==> config.mk <==
export PLATFORM = sky130hd
export DESIGN_NAME = lifo_memory_budget_admission
export DESIGN_NICKNAME = d
export VERILOG_FILES = /design/src/design/lmba_pkg.sv /design/src/design/lmba_cell.sv /design/src/design/lifo_memory_budget_admission.sv
export SDC_FILE = /design/constraint.sdc
export NUM_CORES = 1
export LEC_CHECK = 0
export ABC_AREA = 0
export BUFFER_PORTS_ARGS = -buffer_cell sky130_fd_sc_hd__buf_2
export CORE_MARGIN = 1
export CORE_UTILIZATION = 55
export DETAILED_ROUTE_END_ITERATION = 6
export HOLD_SLACK_MARGIN = 0.02
export PLACE_DENSITY = 0.75
export SLEW_MARGIN = 20
export SYNTH_ARGS = -nofsm -noshare
export SYNTH_HDL_FRONTEND = slang
export SYNTH_HIERARCHICAL = 1
export SYNTH_SLANG_ARGS = --single-unit
==> constraint.sdc <==
create_clock -name clock -period 4.97 [get_ports clock]
set_input_delay 0.2485 -clock clock [delete_from_list [all_inputs] [get_ports clock]]
set_output_delay 0.2485 -clock clock [all_outputs]
set_load 0.01 [all_outputs]
==> src/design/lmba_pkg.sv <==
// types and constants of the lifo budget admission block
// used by the stack cell, the top level and the checker; depends on nothing
package lmba_pkg;

   localparam int unsigned ID_W   = 8;
   localparam int unsigned SIZE_W = 16;
   localparam int unsigned OUT_CNT_W = 5;

   localparam logic [SIZE_W-1:0] CAPACITY_RESET = 16'd200;

   typedef struct packed {
      logic [ID_W-1:0]   id;
      logic [SIZE_W-1:0] size;
   } entry_type;

   // shift command broadcast along the chain
   typedef struct packed {
      logic push;
      logic pop;
   } shift_type;

   typedef enum logic [1:0] {
      ST_ADMITTED  = 2'd0,
      ST_ALREADY   = 2'd1,
      ST_TOO_LARGE = 2'd2,
      ST_FULL      = 2'd3
   } status_type;

   typedef enum logic [2:0] {
      S_IDLE,
      S_SEARCH,
      S_CHECK,
      S_EVICT,
      S_RESPOND
   } state_type;

endpackage

==> src/design/lmba_cell.sv <==
// one slot of the shifting stack: holds an entry, shifts on push or pop,
// and passes the id-match flag on to the next slot; depends on lmba_pkg
module lmba_cell (
   input  logic                               clock,
   input  lmba_pkg::shift_type                shift,
   input  logic                               occupied,
   input  logic [lmba_pkg::ID_W-1:0]          probe_id,
   input  lmba_pkg::entry_type                above,
   input  lmba_pkg::entry_type                below,
   input  logic                               hit_up,
   output lmba_pkg::entry_type                entry,
   output logic                               hit_out
);

   lmba_pkg::entry_type entry_ff, entry_in;
   logic                hit_ff, hit_in;

   always_comb begin
      entry_in = entry_ff;
      if (shift.push) begin
         entry_in = above;
      end else if (shift.pop) begin
         entry_in = below;
      end
      hit_in = hit_up | (occupied & (entry_ff.id == probe_id));
   end

   always_ff @(posedge clock) begin
      entry_ff <= entry_in;
      hit_ff   <= hit_in;
   end

   assign entry   = entry_ff;
   assign hit_out = hit_ff;

endmodule

==> src/design/lifo_memory_budget_admission.sv <==
// Admission of open requests against a memory budget, kept as a LIFO stack
// held in a chain of STACK_DEPTH slots, top of stack in the first slot. For
// an admitted or stack-full request the id match flag ripples through the
// chain one slot a cycle, then the request is decided, each eviction pops
// one slot a cycle, then the entry is pushed or the request rejected, and
// the result register is loaded once the previous result has been taken.
// An already-open or too-large request is rejected when it is decided. One
// request is in flight at a time; after the result is loaded the block
// returns to idle, where the next request may be accepted while the last
// result still waits. capacity is written through csr_wr_en/csr_wr_data.
module lifo_memory_budget_admission #(
   parameter int unsigned STACK_DEPTH = 16
) (
   input  logic                                  clock,
   input  logic                                  reset,
   input  logic                                  req_valid,
   output logic                                  req_ready,
   input  logic [lmba_pkg::ID_W-1:0]             req_app_id,
   input  logic [lmba_pkg::SIZE_W-1:0]           req_app_size,
   output logic                                  rsp_valid,
   input  logic                                  rsp_ready,
   output logic [1:0]                            rsp_status,
   output logic [lmba_pkg::OUT_CNT_W-1:0]        rsp_evicted_count,
   output logic [lmba_pkg::SIZE_W-1:0]           rsp_used_after,
   output logic [lmba_pkg::SIZE_W-1:0]           rsp_available_after,
   output logic [lmba_pkg::OUT_CNT_W-1:0]        rsp_entries_after,
   input  logic                                  csr_wr_en,
   input  logic [lmba_pkg::SIZE_W-1:0]           csr_wr_data
);

   localparam int unsigned CNT_W  = $clog2(STACK_DEPTH + 1);
   localparam int unsigned SRCH_W = $clog2(STACK_DEPTH);

   lmba_pkg::state_type  state_ff, state_in;
   logic [SRCH_W-1:0]    wait_ff, wait_in;
   logic [CNT_W-1:0]     count_ff, count_in;
   logic [CNT_W-1:0]     evicted_ff, evicted_in;
   logic [lmba_pkg::SIZE_W-1:0] used_ff, used_in;
   logic [lmba_pkg::SIZE_W-1:0] cap_ff;
   logic [lmba_pkg::ID_W-1:0]   id_ff, id_in;
   logic [lmba_pkg::SIZE_W-1:0] size_ff, size_in;
   lmba_pkg::status_type status_ff, status_in;
   logic                 rsp_valid_ff, rsp_valid_in;
   logic                 load_rsp;
   lmba_pkg::shift_type  shift;

   logic [1:0]                   rsp_status_ff;
   logic [lmba_pkg::OUT_CNT_W-1:0] rsp_evicted_ff, rsp_entries_ff;
   logic [lmba_pkg::SIZE_W-1:0]  rsp_used_ff, rsp_avail_ff;

   lmba_pkg::entry_type cell_entry [STACK_DEPTH];
   logic                cell_hit   [STACK_DEPTH];
   lmba_pkg::entry_type new_entry;

   logic [lmba_pkg::SIZE_W:0]   demand;
   logic [lmba_pkg::SIZE_W-1:0] top_size, used_base;
   logic [31:0]                 count_wide, evicted_wide;

   assign new_entry = '{id: id_ff, size: size_ff};
   assign top_size  = cell_entry[0].size;
   assign demand    = {1'b0, used_ff} + {1'b0, size_ff};
   assign used_base = (count_ff == '0) ? '0 : used_ff;

   // the chain of stack slots
   for (genvar i = 0; i < STACK_DEPTH; i++) begin : g_cell
      lmba_pkg::entry_type above_w, below_w;
      logic                hit_w;
      if (i == 0) begin : g_first
         assign above_w = new_entry;
         assign hit_w   = 1'b0;
      end else begin : g_rest
         assign above_w = cell_entry[i-1];
         assign hit_w   = cell_hit[i-1];
      end
      if (i == STACK_DEPTH - 1) begin : g_last
         assign below_w = '0;
      end else begin : g_inner
         assign below_w = cell_entry[i+1];
      end
      lmba_cell u_cell (
         .clock    (clock),
         .shift    (shift),
         .occupied (CNT_W'(i) < count_ff),
         .probe_id (id_ff),
         .above    (above_w),
         .below    (below_w),
         .hit_up   (hit_w),
         .entry    (cell_entry[i]),
         .hit_out  (cell_hit[i])
      );
   end

   always_comb begin
      state_in     = state_ff;
      wait_in      = wait_ff;
      count_in     = count_ff;
      evicted_in   = evicted_ff;
      used_in      = used_ff;
      id_in        = id_ff;
      size_in      = size_ff;
      status_in    = status_ff;
      shift        = '{push: 1'b0, pop: 1'b0};
      load_rsp     = 1'b0;
      req_ready    = 1'b0;
      rsp_valid_in = rsp_valid_ff & ~rsp_ready;

      unique case (state_ff)
         lmba_pkg::S_IDLE: begin
            req_ready = 1'b1;
            if (req_valid) begin
               id_in      = req_app_id;
               size_in    = req_app_size;
               wait_in    = '0;
               evicted_in = '0;
               state_in   = lmba_pkg::S_SEARCH;
            end
         end
         lmba_pkg::S_SEARCH: begin
            // wait while the match flag ripples through the slots to the end of the chain
            if (wait_ff == SRCH_W'(STACK_DEPTH - 1)) begin
               state_in = lmba_pkg::S_CHECK;
            end else begin
               wait_in = wait_ff + 1'b1;
            end
         end
         lmba_pkg::S_CHECK: begin
            priority if (cell_hit[STACK_DEPTH-1]) begin
               status_in = lmba_pkg::ST_ALREADY;
               state_in  = lmba_pkg::S_RESPOND;
            end else if (size_ff >= cap_ff) begin
               status_in = lmba_pkg::ST_TOO_LARGE;
               state_in  = lmba_pkg::S_RESPOND;
            end else begin
               state_in = lmba_pkg::S_EVICT;
            end
         end
         lmba_pkg::S_EVICT: begin
            priority if (count_ff != '0 && demand >= {1'b0, cap_ff}) begin
               shift.pop  = 1'b1;
               used_in    = (used_ff >= top_size) ? used_ff - top_size : '0;
               count_in   = count_ff - 1'b1;
               evicted_in = evicted_ff + 1'b1;
            end else if (count_ff >= CNT_W'(STACK_DEPTH)) begin
               status_in  = lmba_pkg::ST_FULL;
               evicted_in = '0;
               state_in   = lmba_pkg::S_RESPOND;
            end else begin
               shift.push = 1'b1;
               count_in   = count_ff + 1'b1;
               used_in    = used_base + size_ff;
               status_in  = lmba_pkg::ST_ADMITTED;
               state_in   = lmba_pkg::S_RESPOND;
            end
         end
         lmba_pkg::S_RESPOND: begin
            if (!rsp_valid_ff || rsp_ready) begin
               load_rsp     = 1'b1;
               rsp_valid_in = 1'b1;
               state_in     = lmba_pkg::S_IDLE;
            end
         end
         default: begin
            state_in = lmba_pkg::S_IDLE;
         end
      endcase
   end

   always_ff @(posedge clock) begin
      if (reset) begin
         state_ff     <= lmba_pkg::S_IDLE;
         count_ff     <= '0;
         used_ff      <= '0;
         cap_ff       <= lmba_pkg::CAPACITY_RESET;
         rsp_valid_ff <= 1'b0;
      end else begin
         state_ff     <= state_in;
         count_ff     <= count_in;
         used_ff      <= used_in;
         rsp_valid_ff <= rsp_valid_in;
         if (csr_wr_en) begin
            cap_ff <= csr_wr_data;
         end
      end
   end

   assign count_wide   = 32'(count_ff);
   assign evicted_wide = 32'(evicted_ff);

   always_ff @(posedge clock) begin
      wait_ff    <= wait_in;
      evicted_ff <= evicted_in;
      id_ff      <= id_in;
      size_ff    <= size_in;
      status_ff  <= status_in;
      if (load_rsp) begin
         rsp_status_ff  <= status_ff;
         rsp_evicted_ff <= evicted_wide[lmba_pkg::OUT_CNT_W-1:0];
         rsp_entries_ff <= count_wide[lmba_pkg::OUT_CNT_W-1:0];
         rsp_used_ff    <= used_ff;
         rsp_avail_ff   <= (cap_ff > used_ff) ? cap_ff - used_ff : '0;
      end
   end

   assign rsp_valid           = rsp_valid_ff;
   assign rsp_status          = rsp_status_ff;
   assign rsp_evicted_count   = rsp_evicted_ff;
   assign rsp_used_after      = rsp_used_ff;
   assign rsp_available_after = rsp_avail_ff;
   assign rsp_entries_after   = rsp_entries_ff;

endmodule

==> metrics.md <==
| Metric | Value |
|---|---|
| Outcome | finished, final reports clean |
| Num CTS Buffers | 55 |
| Multi-input gate area | 10700 um^2 |
| Hold Path Sink | state_ff[0]$_SDFFE_PP0P_ |
| # rows | 80 |
| Least-Margin Pin Slew | 1.06 ns |
| Final Net Count | 2277 |
| Maximum vdd drop | 0.246 mV |
| Die area | 49100 um^2 |
| H-tree Lvls | 2 |
| Yosys warnings | 6 |
| Post-DRT Antenna Nets | 0 |
| Leading cell type in the layout, fill and taps excluded | edfxtp_1 |
| DP Area | 27900 um^2 |
| Share of cells above drive strength 1 | 31.1% |
| Worst r2r src | size_ff[0]$_DFFE_PP_ |
| CP required | 5.32 ns |
| Initial DRC count | 1287 |
| Avg Synthesized Cell Area | 13.9 um^2 |
| Wire per inst | 20.8 um |
| Tmin final | 4.77 ns |
| Gate count of the mapped netlist | 1903 |
| Setup crit end kind | flip-flop |
| Number of synthesized flops with an enable pin | 463 |
| Synth async-reset ratio | 0% |
| Post-synthesis register bit count | 520 |
| Largest net degree at the start of global routing | 55 |
| Type of origin of the critical path | flip-flop |
| Area grow syn2layout | 14.3% |
| Placer congestion estimate | 0.934 |
| Commonest non-fill, non-tap cells in the layout | edfxtp_1, mux2_2, xor2_1 |
| Top layer used by detailed routing | met4 |
| Hold path start | req_valid |
| Slew Limit Fails | 0 |
| R2r setup slk | 0.20 ns |
| CTS tree | done |
| Initial Util | 55.7% |
| Vias per Instance | 5.81 |
| DP HPWL | 41.9 mm |
| Register Area | 15000 um^2 |
| Num Clock Sinks | 520 |
| DRT Pass-1 Iters | 5 |
| Period utilization | 95.9% |
| Grt ovf | 0 |
| Relative slew margins | 29.6% |
| First-pass GRT wire length | 89.2 mm |
| CTS root buffer | clkbuf_16 |
| Die Wd | 222 um |
| Synth cell types | 72 |
| R2r worst-path depth | 22 |
| Final instance area | 30300 um^2 |
| Max-cap violations | 0 |
| IO Port Bufs | 90 |
| Setup Viol. Count Final | 0 |
| Max Freq | 210 MHz |
| Hold crit path type | input port to flip-flop |
| Via count | 16200 |
| Die height | 222 um |
| IO Count | 91 |
| Worst Path Max Fanout | 14 |
| Fillers | 3465 |
| Metal2 WL | 27.8 mm |
| Hold WS | 0.0669 ns |
| Worst hold stages | 5 |
| Final WL | 58.1 mm |
| Core Util, Final | 63.7% |
| Overall Global Routing Usage | 23.1% |
| Number of global-route vias before repair | 16200 |
| Clk pin slew, worst setup/hold paths | 0.07 ns |
| Core area | 47600 um^2 |
| R2R Path End | g_cell[13].u_cell/entry[5]$_DFFE_PP_ |
| Mapped Area | 26500 um^2 |
| Final Hold Fails | 0 |
| Final worst clock skew | 0.0204 ns |
| Max Buffers Root-to-Sink | 3 |
| Drc violations | 0 |
| Top FF cell, synth | edfxtp_1 |
| Crit path arrival time | 5.12 ns |
| Met3 WL | 2.96 mm |
| Metal-1 WL | 24.6 mm |
| Sequential-to-total area share from yosys stat | 56.7% |
| Pleak | 0.0113 uW |
| Antenna violations before repair | 0 |
| Pwr per Cell Area | 339 nW/um^2 |
| Setup CP Type | flip-flop to flip-flop |
| Clock Latency Late Sink | 0.62 ns |
==> where the power goes <==
part	switching, uW	internal (uW)
clock	1710	2400
sequential	156	4920
combinational	583	504
==> metal layers <==
metal	vias up	global-route usage, %
li1	7612	-
met1	7934	29.4
met2	507	39.1
met3	153	3.41
met4	0	10.5
met5	-	0
==> area by class of cell <==
| cell class | count | area share, % |
|---|---|---|
| flip-flops and latches | 520 | 49.6 |
| clock inverters | 27 | 1.02 |
| diodes | 1 | 0.00825 |
| well taps | 615 | 2.54 |
| repair buffers | 210 | 5.54 |
| inverters | 79 | 0.990 |
| multi-input cells | 1262 | 35.4 |
| clock buffers | 75 | 4.88 |
==> worst max path at each step <==
stage | startpoint | cells after the start | to | slack (ns)
after detailed placement | size_ff[1]$_DFFE_PP_ | 19 | g_cell[12].u_cell/entry[19]$_DFFE_PP_ | 0.05
after CTS | size_ff[1]$_DFFE_PP_ | 19 | g_cell[13].u_cell/entry[20]$_DFFE_PP_ | 0.03
after global placement | size_ff[0]$_DFFE_PP_ | 21 | g_cell[13].u_cell/entry[20]$_DFFE_PP_ | 0.16
after global routing | size_ff[0]$_DFFE_PP_ | 22 | g_cell[9].u_cell/entry[3]$_DFFE_PP_ | -0.06
after floorplan | used_ff[1]$_SDFFE_PP0P_ | 20 | g_cell[0].u_cell/entry[0]$_DFFE_PP_ | 0.23
final | size_ff[0]$_DFFE_PP_ | 22 | g_cell[13].u_cell/entry[5]$_DFFE_PP_ | 0.20
==> sequential cells by signal, summed over array words and instances, names as in the netlist, 4 cells and up <==
signal / cells
wait_ff: 4
count_ff: 5
rsp_evicted_count: 5
id_ff: 8
rsp_entries_after: 5
rsp_available_after: 16
used_ff: 16
g_cell.u_cell/entry: 384
evicted_ff: 5
g_cell.u_cell/hit_out: 16
size_ff: 16
cap_ff: 16
rsp_used_after: 16
==> per-stage QoR <==
stage	setup TNS, ns	instances	worst slack (ns)	total power, uW
after global routing	-6.51	2788	-0.0564	10600
after floorplan	0	1927	0.228	5860
final	0	2789	0.204	10300
after detailed placement	0	2623	0.0453	6180
after CTS	0	2766	0.0306	10300
after global placement	0	2623	0.157	6140
==> logic make-up after synthesis <==
kind of cell	count (synthesis)	synth area share (%)
AOI/OAI and AO/OA	253	6.42
xor gates and xnor gates	176	5.81
adders and majority gates	104	5.02
buffers and inverters	147	3.49
DFF	520	56.7
muxes	402	17.0
other	1	0.0141
and+or+nand+nor	300	5.56
==> worst max-delay path: stages, from the launching register on <==
cell,delay [ns]
edfxtp_1,0.43
ha_1,0.21
inv_1,0.06
fa_1,0.40
nor2b_1,0.16
o31a_1,0.20
o22ai_2,0.10
o21ai_2,0.19
nand3_1,0.12
o21ba_2,0.24
xnor2_1,0.13
ha_1,0.29
a21oi_1,0.14
o21ai_0,0.09
a31oi_1,0.16
o21a_1,0.20
o31ai_4,0.11
o21ai_4,0.16
and2_4,0.24
buf_12,0.17
buf_4,0.19
buf_12,0.16
mux2_2,0.34
==> Yosys cell counts, types with 4 or more instances <==
cell type | count | share of area (%)
nand4_1 | 9 | 0.21
o211ai_1 | 5 | 0.14
o21ai_0 | 51 | 0.96
mux2i_1 | 16 | 0.60
inv_1 | 79 | 1.1
and3_1 | 5 | 0.12
o31ai_1 | 6 | 0.17
nand3b_1 | 4 | 0.11
nor2b_1 | 14 | 0.33
nand2_1 | 53 | 0.75
nand3_1 | 22 | 0.41
a21oi_1 | 65 | 1.2
o31a_1 | 5 | 0.17
nor4_1 | 16 | 0.38
a22oi_1 | 11 | 0.31
o21a_1 | 11 | 0.31
buf_6 | 48 | 2.0
or3_1 | 5 | 0.12
xnor2_1 | 43 | 1.4
a211o_1 | 4 | 0.13
nand2b_1 | 9 | 0.21
dfxtp_1 | 57 | 4.3
ha_1 | 100 | 4.7
clkbuf_1 | 12 | 0.17
nor2_1 | 94 | 1.3
xor2_1 | 133 | 4.4
a41o_1 | 19 | 0.72
edfxtp_1 | 463 | 52
fa_1 | 4 | 0.30
a211oi_1 | 10 | 0.28
a31oi_1 | 14 | 0.33
mux2_2 | 385 | 16
a21o_1 | 27 | 0.76
or2_2 | 20 | 0.47
nor3_1 | 36 | 0.68
==> what timing repair did <==
item                                    in CTS  in global routing
gates resized for setup                      0                 23
endpoints found under the hold margin       41                  0
hold buffers                                41                  0
endpoints found under the setup margin       0                749
buffers inserted                             0                 18
Power figures use the tool's default switching activity.
